==> config.mk <==
export PLATFORM = sky130hd
export DESIGN_NAME = bistable_relay_pulse_driver_core
export DESIGN_NICKNAME = d
export VERILOG_FILES = /design/src/sv/brpd_pkg.sv /design/src/sv/brpd_front.sv /design/src/sv/brpd_back.sv /design/src/sv/bistable_relay_pulse_driver_core.sv
export SDC_FILE = /design/constraint.sdc
export NUM_CORES = 1
export LEC_CHECK = 0
export BUFFER_PORTS_ARGS = -buffer_cell sky130_fd_sc_hd__buf_2
export CORE_AREA = 3 3 210 212
export DETAILED_ROUTE_END_ITERATION = 12
export DIE_AREA = 0 0 213 215
export HOLD_SLACK_MARGIN = 0.15
export PLACE_DENSITY = 0.76
export REMOVE_ABC_BUFFERS = 1
export SETUP_SLACK_MARGIN = 0.05
export SLEW_MARGIN = 40
export SYNTH_ARGS = -nofsm -noshare
export SYNTH_HDL_FRONTEND = slang
export SYNTH_HIERARCHICAL = 1
export SYNTH_SLANG_ARGS = --single-unit
==> constraint.sdc <==
create_clock -name clk -period 13.7 [get_ports clk]
set_input_delay 1.37 -clock clk [delete_from_list [all_inputs] [get_ports clk]]
set_output_delay 1.37 -clock clk [all_outputs]
set_load 0.02 [all_outputs]
==> src/sv/brpd_pkg.sv <==
// ----------------------------------------------------------------------------
// brpd_pkg
// Shared sizes, codes and types of the latching relay pulse driver.
// ----------------------------------------------------------------------------
package brpd_pkg;

    localparam int RELAY_COUNT = 19;
    localparam int RIDX_W      = (RELAY_COUNT > 1) ? $clog2(RELAY_COUNT) : 1;
    localparam int IN_IDX_W    = 5;
    localparam int CMD_W       = 2;
    localparam int HOLD_W      = 10;
    localparam int OUT_W       = 19;
    localparam int PAD_W       = (RELAY_COUNT > OUT_W) ? RELAY_COUNT : OUT_W;

    localparam logic [HOLD_W-1:0] HOLD_RESET = 10'd25;

    // command queue between front and back
    localparam int QUEUE_DEPTH = 2;
    localparam int QPTR_W      = (QUEUE_DEPTH > 1) ? $clog2(QUEUE_DEPTH) : 1;
    localparam int QCNT_W      = $clog2(QUEUE_DEPTH + 1);

    // words in flight: queue, back end, result slot
    localparam int MAX_OUTSTANDING = QUEUE_DEPTH + 2;
    localparam int OUTS_W          = $clog2(MAX_OUTSTANDING + 1);

    localparam logic FUNC_REQUEST = 1'b0;
    localparam logic FUNC_TICK    = 1'b1;

    typedef enum logic [CMD_W-1:0] {
        CMD_OFF    = 2'd0,
        CMD_ON     = 2'd1,
        CMD_TOGGLE = 2'd2,
        CMD_ON_ALT = 2'd3
    } cmd_t;

    typedef enum logic [1:0] {
        POS_OFF,
        POS_ON,
        POS_UNKNOWN
    } pos_t;

    typedef enum logic [2:0] {
        OP_NOP,
        OP_ON,
        OP_OFF,
        OP_TOGGLE,
        OP_TICK
    } op_kind_t;

    typedef struct packed {
        op_kind_t          kind;
        logic [RIDX_W-1:0] idx;
    } op_t;

    typedef enum logic [1:0] {
        BK_IDLE,
        BK_TICK,
        BK_REPORT
    } bk_state_t;

    typedef struct packed {
        logic [OUT_W-1:0] set_coils;
        logic [OUT_W-1:0] reset_coils;
        logic             busy;
    } res_t;

endpackage

==> src/sv/brpd_front.sv <==
// ----------------------------------------------------------------------------
// brpd_front
// Accepts input words, classifies them into operations and queues them.
// ----------------------------------------------------------------------------
module brpd_front
    import brpd_pkg::*;
(
    input  logic                clk,
    input  logic                rst_n,
    input  logic                push,
    output logic                full,
    input  logic                func,
    input  logic [IN_IDX_W-1:0] relay_index,
    input  logic [CMD_W-1:0]    command,
    output logic                op_valid,
    output op_t                 op,
    input  logic                op_pop
);

    op_t               q_mem_reg [QUEUE_DEPTH];
    logic [QPTR_W-1:0] wr_ptr_reg, wr_ptr_next;
    logic [QPTR_W-1:0] rd_ptr_reg, rd_ptr_next;
    logic [QCNT_W-1:0] cnt_reg, cnt_next;
    op_t               op_in;
    logic              in_range;
    logic              wr_en;
    logic              rd_en;

    assign in_range = {1'b0, relay_index} < (IN_IDX_W + 1)'(RELAY_COUNT);

    always_comb
    begin
        op_in.idx = relay_index[RIDX_W-1:0];
        if (func == FUNC_TICK)
        begin
            op_in.kind = OP_TICK;
        end
        else if (!in_range)
        begin
            op_in.kind = OP_NOP;
        end
        else
        begin
            case (cmd_t'(command))
                CMD_OFF:    op_in.kind = OP_OFF;
                CMD_TOGGLE: op_in.kind = OP_TOGGLE;
                default:    op_in.kind = OP_ON;
            endcase
        end
    end

    assign full     = (cnt_reg == QCNT_W'(QUEUE_DEPTH));
    assign op_valid = (cnt_reg != '0);
    assign op       = q_mem_reg[rd_ptr_reg];
    assign wr_en    = push && !full;
    assign rd_en    = op_pop && op_valid;

    always_comb
    begin
        wr_ptr_next = wr_ptr_reg;
        rd_ptr_next = rd_ptr_reg;
        cnt_next    = cnt_reg;
        if (wr_en)
        begin
            wr_ptr_next = (wr_ptr_reg == QPTR_W'(QUEUE_DEPTH - 1)) ? '0 : wr_ptr_reg + 1'b1;
        end
        if (rd_en)
        begin
            rd_ptr_next = (rd_ptr_reg == QPTR_W'(QUEUE_DEPTH - 1)) ? '0 : rd_ptr_reg + 1'b1;
        end
        if (wr_en && !rd_en)
        begin
            cnt_next = cnt_reg + 1'b1;
        end
        else if (rd_en && !wr_en)
        begin
            cnt_next = cnt_reg - 1'b1;
        end
    end

    always_ff @(posedge clk or negedge rst_n)
    begin
        if (!rst_n)
        begin
            wr_ptr_reg <= '0;
            rd_ptr_reg <= '0;
            cnt_reg    <= '0;
        end
        else
        begin
            wr_ptr_reg <= wr_ptr_next;
            rd_ptr_reg <= rd_ptr_next;
            cnt_reg    <= cnt_next;
        end
    end

    always_ff @(posedge clk)
    begin
        if (wr_en)
        begin
            q_mem_reg[wr_ptr_reg] <= op_in;
        end
    end

endmodule

==> src/sv/brpd_back.sv <==
// ----------------------------------------------------------------------------
// brpd_back
// Executes queued operations on the relay state and holds the result word.
// ----------------------------------------------------------------------------
module brpd_back
    import brpd_pkg::*;
(
    input  logic              clk,
    input  logic              rst_n,
    input  logic [HOLD_W-1:0] hold_ticks,
    input  logic              op_valid,
    input  op_t               op,
    output logic              op_pop,
    output logic              res_valid,
    output res_t              res,
    input  logic              res_pop
);

    bk_state_t         state_reg, state_next;
    logic [RIDX_W-1:0] cnt_reg, cnt_next;

    pos_t              pos_reg   [RELAY_COUNT];
    logic [HOLD_W-1:0] set_t_reg [RELAY_COUNT];
    logic [HOLD_W-1:0] rst_t_reg [RELAY_COUNT];
    logic [RELAY_COUNT-1:0] set_run_reg, rst_run_reg;
    logic [RELAY_COUNT-1:0] set_lvl_reg, rst_lvl_reg;

    res_t res_reg, res_next;
    logic res_valid_reg, res_valid_next;

    logic req_go, tick_go, load_res, last_relay;

    logic [RIDX_W-1:0] addr;
    pos_t              cur_pos, nxt_pos;
    logic [HOLD_W-1:0] cur_set_t, cur_rst_t, nxt_set_t, nxt_rst_t;
    logic              nxt_set_lvl, nxt_rst_lvl;
    logic              want_on, we;
    logic [PAD_W-1:0]  set_pad, rst_pad;

    assign last_relay = (cnt_reg == RIDX_W'(RELAY_COUNT - 1));

    // next state
    always_comb
    begin
        state_next = state_reg;
        case (state_reg)
            BK_IDLE:
            begin
                if (op_valid && !res_valid_reg)
                begin
                    state_next = (op.kind == OP_TICK) ? BK_TICK : BK_REPORT;
                end
            end
            BK_TICK:
            begin
                if (last_relay)
                begin
                    state_next = BK_REPORT;
                end
            end
            BK_REPORT: state_next = BK_IDLE;
            default:   state_next = BK_IDLE;
        endcase
    end

    // state outputs
    always_comb
    begin
        op_pop   = 1'b0;
        req_go   = 1'b0;
        tick_go  = 1'b0;
        load_res = 1'b0;
        case (state_reg)
            BK_IDLE:
            begin
                op_pop = op_valid && !res_valid_reg;
                req_go = op_valid && !res_valid_reg && (op.kind != OP_TICK)
                         && (op.kind != OP_NOP);
            end
            BK_TICK:   tick_go  = 1'b1;
            BK_REPORT: load_res = 1'b1;
            default:   op_pop   = 1'b0;
        endcase
    end

    always_comb
    begin
        cnt_next = '0;
        if (tick_go && !last_relay)
        begin
            cnt_next = cnt_reg + 1'b1;
        end
    end

    // one relay per cycle: the request's relay, or the tick walk position
    assign addr      = tick_go ? cnt_reg : op.idx;
    assign cur_pos   = pos_reg[addr];
    assign cur_set_t = set_t_reg[addr];
    assign cur_rst_t = rst_t_reg[addr];

    always_comb
    begin
        case (op.kind)
            OP_ON:     want_on = 1'b1;
            OP_TOGGLE: want_on = (cur_pos == POS_OFF);
            default:   want_on = 1'b0;
        endcase
    end

    always_comb
    begin
        nxt_pos     = cur_pos;
        nxt_set_t   = cur_set_t;
        nxt_rst_t   = cur_rst_t;
        nxt_set_lvl = set_lvl_reg[addr];
        nxt_rst_lvl = rst_lvl_reg[addr];
        if (req_go)
        begin
            if (want_on)
            begin
                if (cur_pos != POS_ON)
                begin
                    nxt_set_t = hold_ticks;
                    nxt_pos   = POS_ON;
                end
            end
            else if (cur_pos != POS_OFF)
            begin
                nxt_rst_t = hold_ticks;
                nxt_pos   = POS_OFF;
            end
        end
        if (tick_go)
        begin
            // raise at hold, drop at one; drop wins for a one-tick pulse
            if (cur_set_t != '0)
            begin
                if (cur_set_t == hold_ticks)
                begin
                    nxt_set_lvl = 1'b1;
                end
                if (cur_set_t == HOLD_W'(1))
                begin
                    nxt_set_lvl = 1'b0;
                end
                nxt_set_t = cur_set_t - 1'b1;
            end
            if (cur_rst_t != '0)
            begin
                if (cur_rst_t == hold_ticks)
                begin
                    nxt_rst_lvl = 1'b1;
                end
                if (cur_rst_t == HOLD_W'(1))
                begin
                    nxt_rst_lvl = 1'b0;
                end
                nxt_rst_t = cur_rst_t - 1'b1;
            end
        end
    end

    assign we = req_go || tick_go;

    always_ff @(posedge clk or negedge rst_n)
    begin
        if (!rst_n)
        begin
            for (int i = 0; i < RELAY_COUNT; i++)
            begin
                pos_reg[i]   <= POS_UNKNOWN;
                set_t_reg[i] <= '0;
                rst_t_reg[i] <= '0;
            end
            set_run_reg <= '0;
            rst_run_reg <= '0;
            set_lvl_reg <= '0;
            rst_lvl_reg <= '0;
        end
        else if (we)
        begin
            pos_reg[addr]     <= nxt_pos;
            set_t_reg[addr]   <= nxt_set_t;
            rst_t_reg[addr]   <= nxt_rst_t;
            set_run_reg[addr] <= (nxt_set_t != '0);
            rst_run_reg[addr] <= (nxt_rst_t != '0);
            set_lvl_reg[addr] <= nxt_set_lvl;
            rst_lvl_reg[addr] <= nxt_rst_lvl;
        end
    end

    assign set_pad = PAD_W'(set_lvl_reg);
    assign rst_pad = PAD_W'(rst_lvl_reg);

    always_comb
    begin
        res_next       = res_reg;
        res_valid_next = res_valid_reg;
        if (load_res)
        begin
            res_next.set_coils   = set_pad[OUT_W-1:0];
            res_next.reset_coils = rst_pad[OUT_W-1:0];
            res_next.busy        = (|set_run_reg) || (|rst_run_reg);
            res_valid_next       = 1'b1;
        end
        else if (res_pop)
        begin
            res_valid_next = 1'b0;
        end
    end

    always_ff @(posedge clk or negedge rst_n)
    begin
        if (!rst_n)
        begin
            state_reg     <= BK_IDLE;
            cnt_reg       <= '0;
            res_valid_reg <= 1'b0;
        end
        else
        begin
            state_reg     <= state_next;
            cnt_reg       <= cnt_next;
            res_valid_reg <= res_valid_next;
        end
    end

    always_ff @(posedge clk)
    begin
        res_reg <= res_next;
    end

    assign res_valid = res_valid_reg;
    assign res       = res_reg;

endmodule

==> src/sv/bistable_relay_pulse_driver_core.sv <==
// ----------------------------------------------------------------------------
// bistable_relay_pulse_driver_core
// Pulse driver for a bank of latching relays with set and reset coils.
// ----------------------------------------------------------------------------
// A switch request passes the back end through its idle and report states; a tick
// also passes the tick state between them, which walks the timer bank one relay per
// cycle. Words wait in a two-entry queue in front of the back end, and each
// result sits in a one-word output slot; the back end starts the next word once
// that slot has been popped. hold_ticks resets to 25 and is written through the
// cfg channel, which is always ready; write it only while no word is pending.
// ----------------------------------------------------------------------------
module bistable_relay_pulse_driver_core
    import brpd_pkg::*;
(
    input  logic                clk,
    input  logic                rst_n,
    input  logic                push,
    output logic                full,
    input  logic                func,
    input  logic [IN_IDX_W-1:0] relay_index,
    input  logic [CMD_W-1:0]    command,
    output logic                empty,
    input  logic                pop,
    output logic [OUT_W-1:0]    set_coils,
    output logic [OUT_W-1:0]    reset_coils,
    output logic                busy_res,
    input  logic                cfg_valid,
    output logic                cfg_ready,
    input  logic [HOLD_W-1:0]   cfg_data
);

    logic [HOLD_W-1:0] hold_ticks_reg;
    logic              op_valid;
    op_t               op;
    logic              op_pop;
    logic              res_valid;
    res_t              res;

    assign cfg_ready = 1'b1;

    always_ff @(posedge clk or negedge rst_n)
    begin
        if (!rst_n)
        begin
            hold_ticks_reg <= HOLD_RESET;
        end
        else if (cfg_valid && cfg_ready)
        begin
            hold_ticks_reg <= cfg_data;
        end
    end

    brpd_front u_front (
        .clk         (clk),
        .rst_n       (rst_n),
        .push        (push),
        .full        (full),
        .func        (func),
        .relay_index (relay_index),
        .command     (command),
        .op_valid    (op_valid),
        .op          (op),
        .op_pop      (op_pop)
    );

    brpd_back u_back (
        .clk        (clk),
        .rst_n      (rst_n),
        .hold_ticks (hold_ticks_reg),
        .op_valid   (op_valid),
        .op         (op),
        .op_pop     (op_pop),
        .res_valid  (res_valid),
        .res        (res),
        .res_pop    (pop && res_valid)
    );

    assign empty       = !res_valid;
    assign set_coils   = res.set_coils;
    assign reset_coils = res.reset_coils;
    assign busy_res    = res.busy;

endmodule

==> results of run 1 <==
stage by stage:
stage | setup WS (ns) | hold WS [ns] | util [%] | power (mW)
global placement | 7.202 | 0.4522 | 60.84 | 3.344
floorplan | 5.160 | 0.4400 | - | 2.846
finish | 7.241 | 0.4775 | 65.90 | 5.057
CTS | 7.358 | 0.4747 | 65.75 | 5.023
detailed placement | 7.378 | 0.4600 | 61.00 | 3.392
global route | 6.891 | 0.4893 | 65.90 | 5.267
layer usage:
| metal | global-route usage, % | routed length [um] |
|---|---|---|
| met4 | 13.66 | 3307 |
| met5 | 0 | 0 |
| met2 | 48.12 | 32140 |
| met1 | 42.07 | 27980 |
| met3 | 6.242 | 6476 |
where the power goes:
group / internal, mW / switching [mW] / leakage, nW
Combinational: 0.346 / 0.993 / 3.21
Clock: 0.967 / 0.665 / 0.982
Sequential: 1.95 / 0.133 / 7.59
Total: 3.26 / 1.79 / 11.8
cell families after synthesis:
kind of cell,after synthesis
buf+inv,229
xor+xnor,34
other cells,1
fa+ha+maj,8
mux,103
simple gates,702
compound gates,799
flops,571
path summary, 6_finish.rpt:
kind | slack, ns | from | cells after the start | endpoint
max in group asynchronous | 10.58 | rst_n | 5 | u_back/rst_t_reg[105]
max | 7.24 | u_back/state_reg[0] | 17 | u_back/set_run_reg[2]
min in group asynchronous | 0.75 | rst_n | 1 | u_back/set_t_reg[187]
max reg2reg | 7.24 | u_back/state_reg[0] | 17 | u_back/set_run_reg[2]
min reg2reg | 0.48 | u_back/rst_t_reg[70] | 2 | u_back/rst_t_reg[70]
min | 0.48 | u_back/rst_t_reg[70] | 2 | u_back/rst_t_reg[70]
synthesized netlist by cell type, types with 5 or more instances:
| cell type | instances |
|---|---|
| sky130_fd_sc_hd__o21ai_0 | 388 |
| sky130_fd_sc_hd__dfstp_2 | 22 |
| sky130_fd_sc_hd__edfxtp_1 | 55 |
| sky130_fd_sc_hd__and3_1 | 7 |
| sky130_fd_sc_hd__mux2i_1 | 8 |
| sky130_fd_sc_hd__buf_2 | 35 |
| sky130_fd_sc_hd__a21oi_1 | 100 |
| sky130_fd_sc_hd__clkbuf_1 | 140 |
| sky130_fd_sc_hd__a31oi_1 | 27 |
| sky130_fd_sc_hd__o21a_1 | 8 |
| sky130_fd_sc_hd__a221oi_1 | 11 |
| sky130_fd_sc_hd__xnor2_1 | 24 |
| sky130_fd_sc_hd__mux2_2 | 82 |
| sky130_fd_sc_hd__buf_4 | 7 |
| sky130_fd_sc_hd__nand2_1 | 482 |
| sky130_fd_sc_hd__nand2b_1 | 17 |
| sky130_fd_sc_hd__and2_1 | 10 |
| sky130_fd_sc_hd__a22oi_1 | 174 |
| sky130_fd_sc_hd__or3_1 | 9 |
| sky130_fd_sc_hd__buf_1 | 6 |
| sky130_fd_sc_hd__inv_1 | 19 |
| sky130_fd_sc_hd__nand3_1 | 12 |
| sky130_fd_sc_hd__xor2_1 | 10 |
| sky130_fd_sc_hd__nor2_1 | 59 |
| sky130_fd_sc_hd__nor4_1 | 34 |
| sky130_fd_sc_hd__dfrtp_1 | 494 |
| sky130_fd_sc_hd__buf_6 | 22 |
| sky130_fd_sc_hd__a211oi_1 | 5 |
| sky130_fd_sc_hd__o21ai_1 | 20 |
| sky130_fd_sc_hd__nor3_1 | 30 |
| sky130_fd_sc_hd__nand4_1 | 7 |
| sky130_fd_sc_hd__nor2b_1 | 5 |
| sky130_fd_sc_hd__a222oi_1 | 25 |
| sky130_fd_sc_hd__ha_1 | 8 |
| sky130_fd_sc_hd__mux2_4 | 12 |
| sky130_fd_sc_hd__a22o_1 | 10 |
| sky130_fd_sc_hd__o22ai_1 | 7 |
placed cells by master (no fill, tap or decap), drive strengths merged, types with 7 or more instances in the layout:
cell,instances
o22ai,7
and2,11
a31oi,28
a22oi,174
a222oi,25
a22o,10
bufinv,7
o21ai,409
a21oi,100
dfrtp,494
mux2i,9
xor2,10
ha,8
xnor2,24
nand2b,18
inv,22
edfxtp,55
or3,9
a221oi,12
nor4,36
dfstp,22
clkbuf,79
o21a,8
nand2,483
mux2,94
and3,8
nand3,12
nand4,8
nor3,31
nor2,59
clkinv,14
buf,113
tightest hold or removal path: stages, from the launching register on:
cell	delay, ns
sky130_fd_sc_hd__dfrtp_1	0.34
sky130_fd_sc_hd__nand2_1	0.04
sky130_fd_sc_hd__o21ai_0	0.06
layout make-up:
type | count | area, um^2
well taps | 539 | 674.4
repair buffers | 113 | 764.5
flip-flops and latches | 571 | 14590
fillers | 3165 | 14370
multi-input cells | 1647 | 9663
clock inverters | 27 | 374.1
clock buffers | 79 | 1628
inverters | 19 | 71.32
==> results list, run 1 <==
- Number of nets with antenna violations after detailed routing: 0
- Across every metal layer, demand over resource in global routing totals between 30% and 40%.
* Maximum number of pins on one net before global-route repair: between 100 and 150
* Worst hold path type: reg -> reg
- Share of cells above drive strength 1: 15.07%
- The net count of the finished layout is 2439.
- Outcome: completed
- Synthesized area per cell: 10.31 um^2
- Buffers added on ports: 63
* Final Hold Fails: 0
- Worst slew pin tran: 0.8402 ns
* Biggest area contributors in the synthesized netlist: sky130_fd_sc_hd__dfrtp_1 49%, sky130_fd_sc_hd__o21ai_0 7.7%, sky130_fd_sc_hd__nand2_1 7.2%
- WS Path Type: reg -> reg
- Die X: 213 um
* Number of flip-flops and latches in the synthesized netlist: 571
* Post-route clock period utilization: 47.15%
* Floorplan core area: roughly 42000 um^2
- In this run, CTS created clock tree buffers numbering 56.
- Die outline area: ~46000 um^2
* Post-DP Area: approximately 26000 um^2
- For the worst setup path, the data required time is 14.17 ns.
- Post-detail-place hpwl: 40110 um
* Clock Tree Buf Depth: 3
- In this run the post-CTS setup repair buffer count came out at 0.
- Global-route congestion overflow total: 0
* PostCTS Resize Cnt: 0
* Worst slew slack as a fraction of its limit: 43.39%
- Clock transition at the register clock pins on the worst setup and hold paths after CTS: 0.06 ns
- Count of boundary I/O pins: 65
- The largest individual stage delay along the critical path comes from the cell sky130_fd_sc_hd__o32a_1.
- Crit. End Element: register
- The analysis attributes to cell leakage a power of 11.78 nW.
- The first global-routing pass estimated 110400 um of wire.
* Yosys warning total: 6
* Via count: 19443
- For this run, the top clock speed supported by timing is about 150 MHz.
- Number of max-slew violations in the final report: 0
* Number of hold buffers added after cts: 0
* Drt initial violations: approximately 2200
* Mux share of post-synthesis cell area: 4.781%
* Number of buffers and inverters on the critical path: 4
- Starting density of the core: 59.87%
- DRC violation count after routing: 0
- In this run the biggest area consumer among cell types represents 49.00% of the synthesized area.
- Clock insertion delay at the later pin of the skew report: 0.64 ns
- STA classifies the critical path startpoint as a register.
- By area, the combinational part of the netlist is dominated by compound AO/OA/AOI/OAI gates.
- For this run, the register share of the synthesized area comes to between 50% and 60%.
* Inserted Diodes: 0
* Post-synthesis cell count: 2447
* Post-Synth Adder-Cell Area: less than 1%
- In this run the vertical extent of the chip is 215 um.
- Between clock sinks in the finished design, the worst skew comes to 0.03213 ns.
- At the end of routability-driven placement, the weighted congestion stood at approximately 0.92.
- In the final routed layout, each cell accounts on average for 23.34 um.
- Number of endpoints failing setup at the final stage: 0
* Pre-antenna DRT Iters: 6
* Unrepaired setup endpoints after global routing: no
* Syn Std Cell Area: 25230 um^2
- Area share of and/or/nand/nor cells after synthesis: about an eighth
- The smallest clock period supported by the final layout is computed as 6.459 ns.
* Wirelength, routed: approximately 70000 um
- Root buffer cell: sky130_fd_sc_hd__clkbuf_16
- Walking the worst path, the cells encountered are and2b_2, mux2i_4, or2_1, buf_4, a21oi_1, nor4_1, o21ai_0, inv_1, ha_1, inv_1, nor4_2, and3_1, o32a_1, o2111ai_1, nor4_4, buf_4, a31oi_1.
- After floorplanning, the core was divided into 75 placement rows.
* Most used flip-flop cell after synthesis: sky130_fd_sc_hd__dfrtp_1
- The synthesized netlist devotes 19.25% of its cell area to compound gates.
* Via-per-instance ratio: 6.492
* Endpoint arrival time on the critical path: 6.93 ns
* Aggregate negative setup slack: 0 ns
- Largest driver fanout on the critical path: 28
- Cell area after layout: approximately 28000 um^2
* IR Drop Worst-Case VDD: 0.0001395 V
- In this run, placement finished with an instance count of 2886.
* Cell type group with the largest total delay on the critical path: simple AND/OR/NAND/NOR gates
- For this design, the sink count on the clock tree is roughly 570.
- Async set-or-reset flop fraction in the synthesized netlist: 90.37%
- Xor and xnor area share after synthesis: 1.180%
- TritonCTS clock tree: yes
- Power density normalized to cell area: 182.1 nW/um^2
- The tool flagged a number of max-cap violations equal to 0.
- Number of distinct library cells after synthesis: roughly 80
- Final standard cell count with taps included and fillers excluded: about 3000
- Counting flops with a built-in enable in the synthesized netlist gives 55.
- The via count of the first global-routing pass is 19433.
- Largest incremental delay on the critical path: ~0.63 ns
* CTS H-Tree Depth: 2
* Top cell type by total area after synthesis: sky130_fd_sc_hd__dfrtp_1
- Layout Area Growth over Synthesis: 10.07%
- The initial antenna violation count was 0.
Power figures use the tool's default switching activity.
==> run 2, diff against run 1 <==
ABC_AREA = 1   (was unset)
CORE_AREA = 3 3 223 225   (was 3 3 210 212)
DIE_AREA = 0 0 226 228   (was 0 0 213 215)
clock period = 5.53 ns   (was 13.7 ns; I/O delays follow)
==> run 2 against run 1 <==
Die area is 13% higher. Cell count is 37% higher. Count of clock-buffer cells in the layout is 2 lower. Via count is 23% higher. First-iteration DRC count is 43% higher. Maximum frequency is 34% higher. Setup slack worse by 6.5 ns. Combinational power grew to 3.8 times the previous value. Critical endpoint is now u_back/rst_run_reg[5]. Largest cell class unchanged. Largest power group unchanged.
==> results list, run 2 <==
* Post-detail-place hpwl: 51100 um (+27%)
- The buffers inserted during post-CTS setup optimization was 0 (unchanged).
- Among the stages of the critical path, the cell type that occurs most often is sky130_fd_sc_hd__nand2_1.
- Standard-cell row count: 80 (+6.7%)
* Clock buffer count from CTS: 60 (+7.1%)
- In this run the critical register-to-register path is launched from u_front/rd_ptr_reg.
- The area growth from synthesis to layout is 10.82%.
- Capture instance of the worst register-to-register path: u_back/rst_run_reg[5]
* Mux share of post-synthesis cell area: 0% (-4.8 points)
- Share of cells above drive strength 1: 10.70% (-4.4 points)
- Yosys warning total: 6 (unchanged)
* Async set-or-reset flop fraction in the synthesized netlist: 90.37% (unchanged)
* Number of distinct library cells after synthesis: 51 (-35%)
- Leading cell type in the layout, fill and taps excluded: sky130_fd_sc_hd__nand2_1
- The count of final setup violators came to 0 (unchanged).
* Count of boundary I/O pins: 65 (unchanged)
- Die outline area: 51530 um^2 (+13%)
- The total congestion overflow is 0 (unchanged).
- The critical path is of the reg -> reg type.
* Crit. End Element: register
* Area share of and/or/nand/nor cells after synthesis: 29.16% (+17 points)
* DRC violation count after routing: 0 (unchanged)
* Cell total after placement: 3971 (+38%)
* Number of nets with antenna violations after detailed routing: 0 (unchanged)
* Post-route clock period utilization: 87.26% (+40 points)
- The last weighted congestion value of the routability-driven placer came to 0.9742 (+6.1%).
* Biggest area contributors in the synthesized netlist: sky130_fd_sc_hd__dfrtp_1 45%, sky130_fd_sc_hd__nand2_1 23%, sky130_fd_sc_hd__o21ai_0 8.5%
- The flop-to-flop setup slack is 0.70 ns (-6.54 ns).
- The required time of the worst setup path came to 6.05 ns (-8.12 ns).
- The number of synthesized flops with an enable pin was 55 (unchanged).
- Following the worst setup path forward leads to its endpoint at u_back/rst_run_reg[5].
- The routed wire length is 81840 um (+17%).
- Final Hold Fails: 0 (unchanged)
- The xor-xnor portion of the synthesized cell area is 0.5156% (-0.66 points).
* Worst slew pin tran: 0.8296 ns (-0.01063 ns)
* Most used standard cells in the synthesized netlist: 1634 x sky130_fd_sc_hd__nand2_1, 494 x sky130_fd_sc_hd__dfrtp_1, 460 x sky130_fd_sc_hd__o21ai_0
- Buffers added on ports: 63 (unchanged)
* Endpoint arrival time on the critical path: 5.35 ns (-1.58 ns)
- The pin count of the biggest net entering global routing was 111 (-9.8%).
- The core area came to 47750 um^2 (+13%).
* TritonCTS clock tree: yes
- The top cell types in the final layout, fill and taps aside, are 1633 x sky130_fd_sc_hd__nand2_1, 494 x sky130_fd_sc_hd__dfrtp_1, 460 x sky130_fd_sc_hd__o21ai_0, 139 x sky130_fd_sc_hd__nand3_1, 110 x sky130_fd_sc_hd__inv_1.
- Final standard cell count with taps included and fillers excluded: 4102 (+37%)
* Slowest library cell on the worst path: sky130_fd_sc_hd__nor2_4
- The number of gates resized after cts was 0 (unchanged).
- Leakage Power: 14.78 nW (+25%)
- sky130_fd_sc_hd__nand2_1 is the most common cell in the netlist.
- The total number of nets in the final design is 3466 (+42%).
* IR Drop Worst-Case VDD: 0.0004105 V (+190%)
- The ratio of routed vias to standard cells came to 5.834 (-10%).
* Max-cap check violation count: 0 (unchanged)
- The arithmetic-cell share of the synthesized area counting full adders, half adders and majority gates is 0.3683% (-0.029 points).
- Number of flip-flops and latches in the synthesized netlist: 571 (unchanged)
- Via count: 23932 (+23%)
- Syn Std Cell Area: 27180 um^2 (+7.7%)
* Min Clock Period, post-route: 4.826 ns (-1.633 ns)
* Clock Tree Buf Depth: 3 (unchanged)
- The initial cell density of the core was 56.93% (-2.9 points).
- Worst hold path type: in -> reg
- Synth top area share: 45.48% (-3.5 points)
* Drt initial violations: 3128 (+43%)
- Launching element type of the critical path: register
* Clock transition at the register clock pins on the worst setup and hold paths after CTS: 0.06 ns (about the same)
- Largest driver fanout on the critical path: 61 (+120%)
- The max-slew headroom at the worst pin was 44.63% (+1.2 points).
* Synthesized area per cell: 7.943 um^2 (-23%)
- The instance area after placement was 27940 um^2 (+8.7%).
* Wire length of the first global-routing pass: 129000 um (+17%)
- Layout Skew: 0.03857 ns (+0.006437 ns)
- Inserted Diodes: 0 (unchanged)
- Unrepaired setup endpoints after global routing: no
* Clock insertion delay at the later pin of the skew report: 0.64 ns (about the same)
- The critical path starts at u_front/rd_ptr_reg.
- Highest attainable clock frequency: 207.2 MHz (+34%)
* Sequential cell area fraction in the yosys report: 53.68% (-4.2 points)
- By area, the combinational part of the netlist is dominated by simple AND/OR/NAND/NOR gates.
- R2R depth: 25 (+8)
- Cell area after layout: 30120 um^2 (+8.5%)
- sky130_fd_sc_hd__dfrtp_1 takes more of the synthesized area than any other cell.
- The die boundary width came to 226 um (+6.1%).
- The final max-slew violation count was 0 (unchanged).
- Post-synthesis cell count: 3422 (+40%)
* Compound-Gate Fraction of Synth Area: 10.38% (-8.9 points)
* Min Hold Slack: 0.1919 ns (-0.2856 ns)
* Post-Place Worst Slack: 0.7745 ns (-6.603 ns)
- The initial antenna violation count is 0 (unchanged).
- The via count of the first global-routing pass came to 22662 (+17%).
* Die outline height: 228 um (+6.0%)
- Filler cells: 4023 (+27%)
- Largest incremental delay on the critical path: 0.67 ns (+0.04 ns)
- Root buffer cell: sky130_fd_sc_hd__clkbuf_16
- The worst hold path cell count was 3 (+1).
- Most used flip-flop cell after synthesis: sky130_fd_sc_hd__dfrtp_1
- The maximum level of the CTS H-tree was 2 (unchanged).
- Aggregate negative setup slack: 0 ns (unchanged)
- The number of iterations in the first detailed-routing pass was 8 (+2).
- The detailed-route wire length per cell is 19.95 um (-15%).
* Post-route setup slack: 0.7043 ns (-6.537 ns)
- The power per cell area is 472.1 nW/um^2 (+160%).
* TritonCTS Sinks: 571 (unchanged)
- The global-route total usage across every layer is 31.92% (+1.1 points).
* Outcome: completed
[run 2: cell count changes after synthesis, moves of 82 or more]
| cell | delta |
|---|---|
| sky130_fd_sc_hd__a22oi_1 | -162 |
| sky130_fd_sc_hd__nand2_1 | +1152 |
| sky130_fd_sc_hd__nand3_1 | +127 |
| sky130_fd_sc_hd__mux2_2 | -82 |
| sky130_fd_sc_hd__a21oi_1 | -87 |
| sky130_fd_sc_hd__inv_1 | +97 |
[run 2: metrics by stage]
stage | power (mW) | utilization, %
after CTS | 14.11 | 63.01
after detailed placement | 10.08 | 58.53
after floorplan | 7.865 | -
final | 14.22 | 63.09
after global placement | 9.967 | 58.44
after global routing | 14.83 | 63.09
[run 2: report_power, final]
group | internal, mW | switching [mW]
combinational | 1.12 | 3.96
clock | 2.31 | 1.72
sequential | 4.80 | 0.308
[run 2: final cells by class]
type                    count  area (um^2)  share of cell area [%]
inverters                 138        525.5                   1.745
clock inverters            37        282.8                  0.9388
clock buffers              77         1698                   5.637
well taps                 615        769.5                   2.555
repair buffers            163         1230                   4.083
flip-flops and latches    571        14590                   48.44
multi-input cells        2501        11020                   36.60
[run 2: what timing repair did]
| action | CTS | global route |
|---|---|---|
| hold endpoints to repair | 119 | 0 |
| hold buffers | 16 | 0 |
| setup endpoints to repair | 0 | 0 |
[run 2: logic make-up after synthesis]
logic type,after synthesis
and+or+nand+nor,1942
AOI/OAI and AO/OA,534
other,1
adders and majority gates,8
DFF,571
xor gates and xnor gates,16
buffers and inverters,350
[run 2: worst max-delay path, delay by kind of cell (launching register included)]
kind	cells	cell delay (ns)
fa+ha+maj	1	0.21
buf+inv	4	0.78
flops	1	0.50
simple gates	20	3.18
[run 2: worst min-delay path by stage]
stage                            from                 to  slack, ns
6_report                  cfg_data[0]  hold_ticks_reg[0]       0.19
5_1_grt                   cfg_data[0]  hold_ticks_reg[0]       0.19
4_1_cts                           pop   u_back/res_valid       0.16
3_5_place_dp   u_back/set_lvl_reg[10]     u_back/res[30]       0.46
3_3_place_gp    u_back/set_lvl_reg[8]     u_back/res[28]       0.46
2_1_floorplan                   rst_n  hold_ticks_reg[1]       0.26
[run 2: per-layer routing]
layer	track usage [%]	routed length, um	up-vias
met4	14.12	3830	0
met1	44.56	33450	11478
met2	49.63	37010	1273
met5	0	0	-
li1	-	-	10926
met3	5.091	7553	255
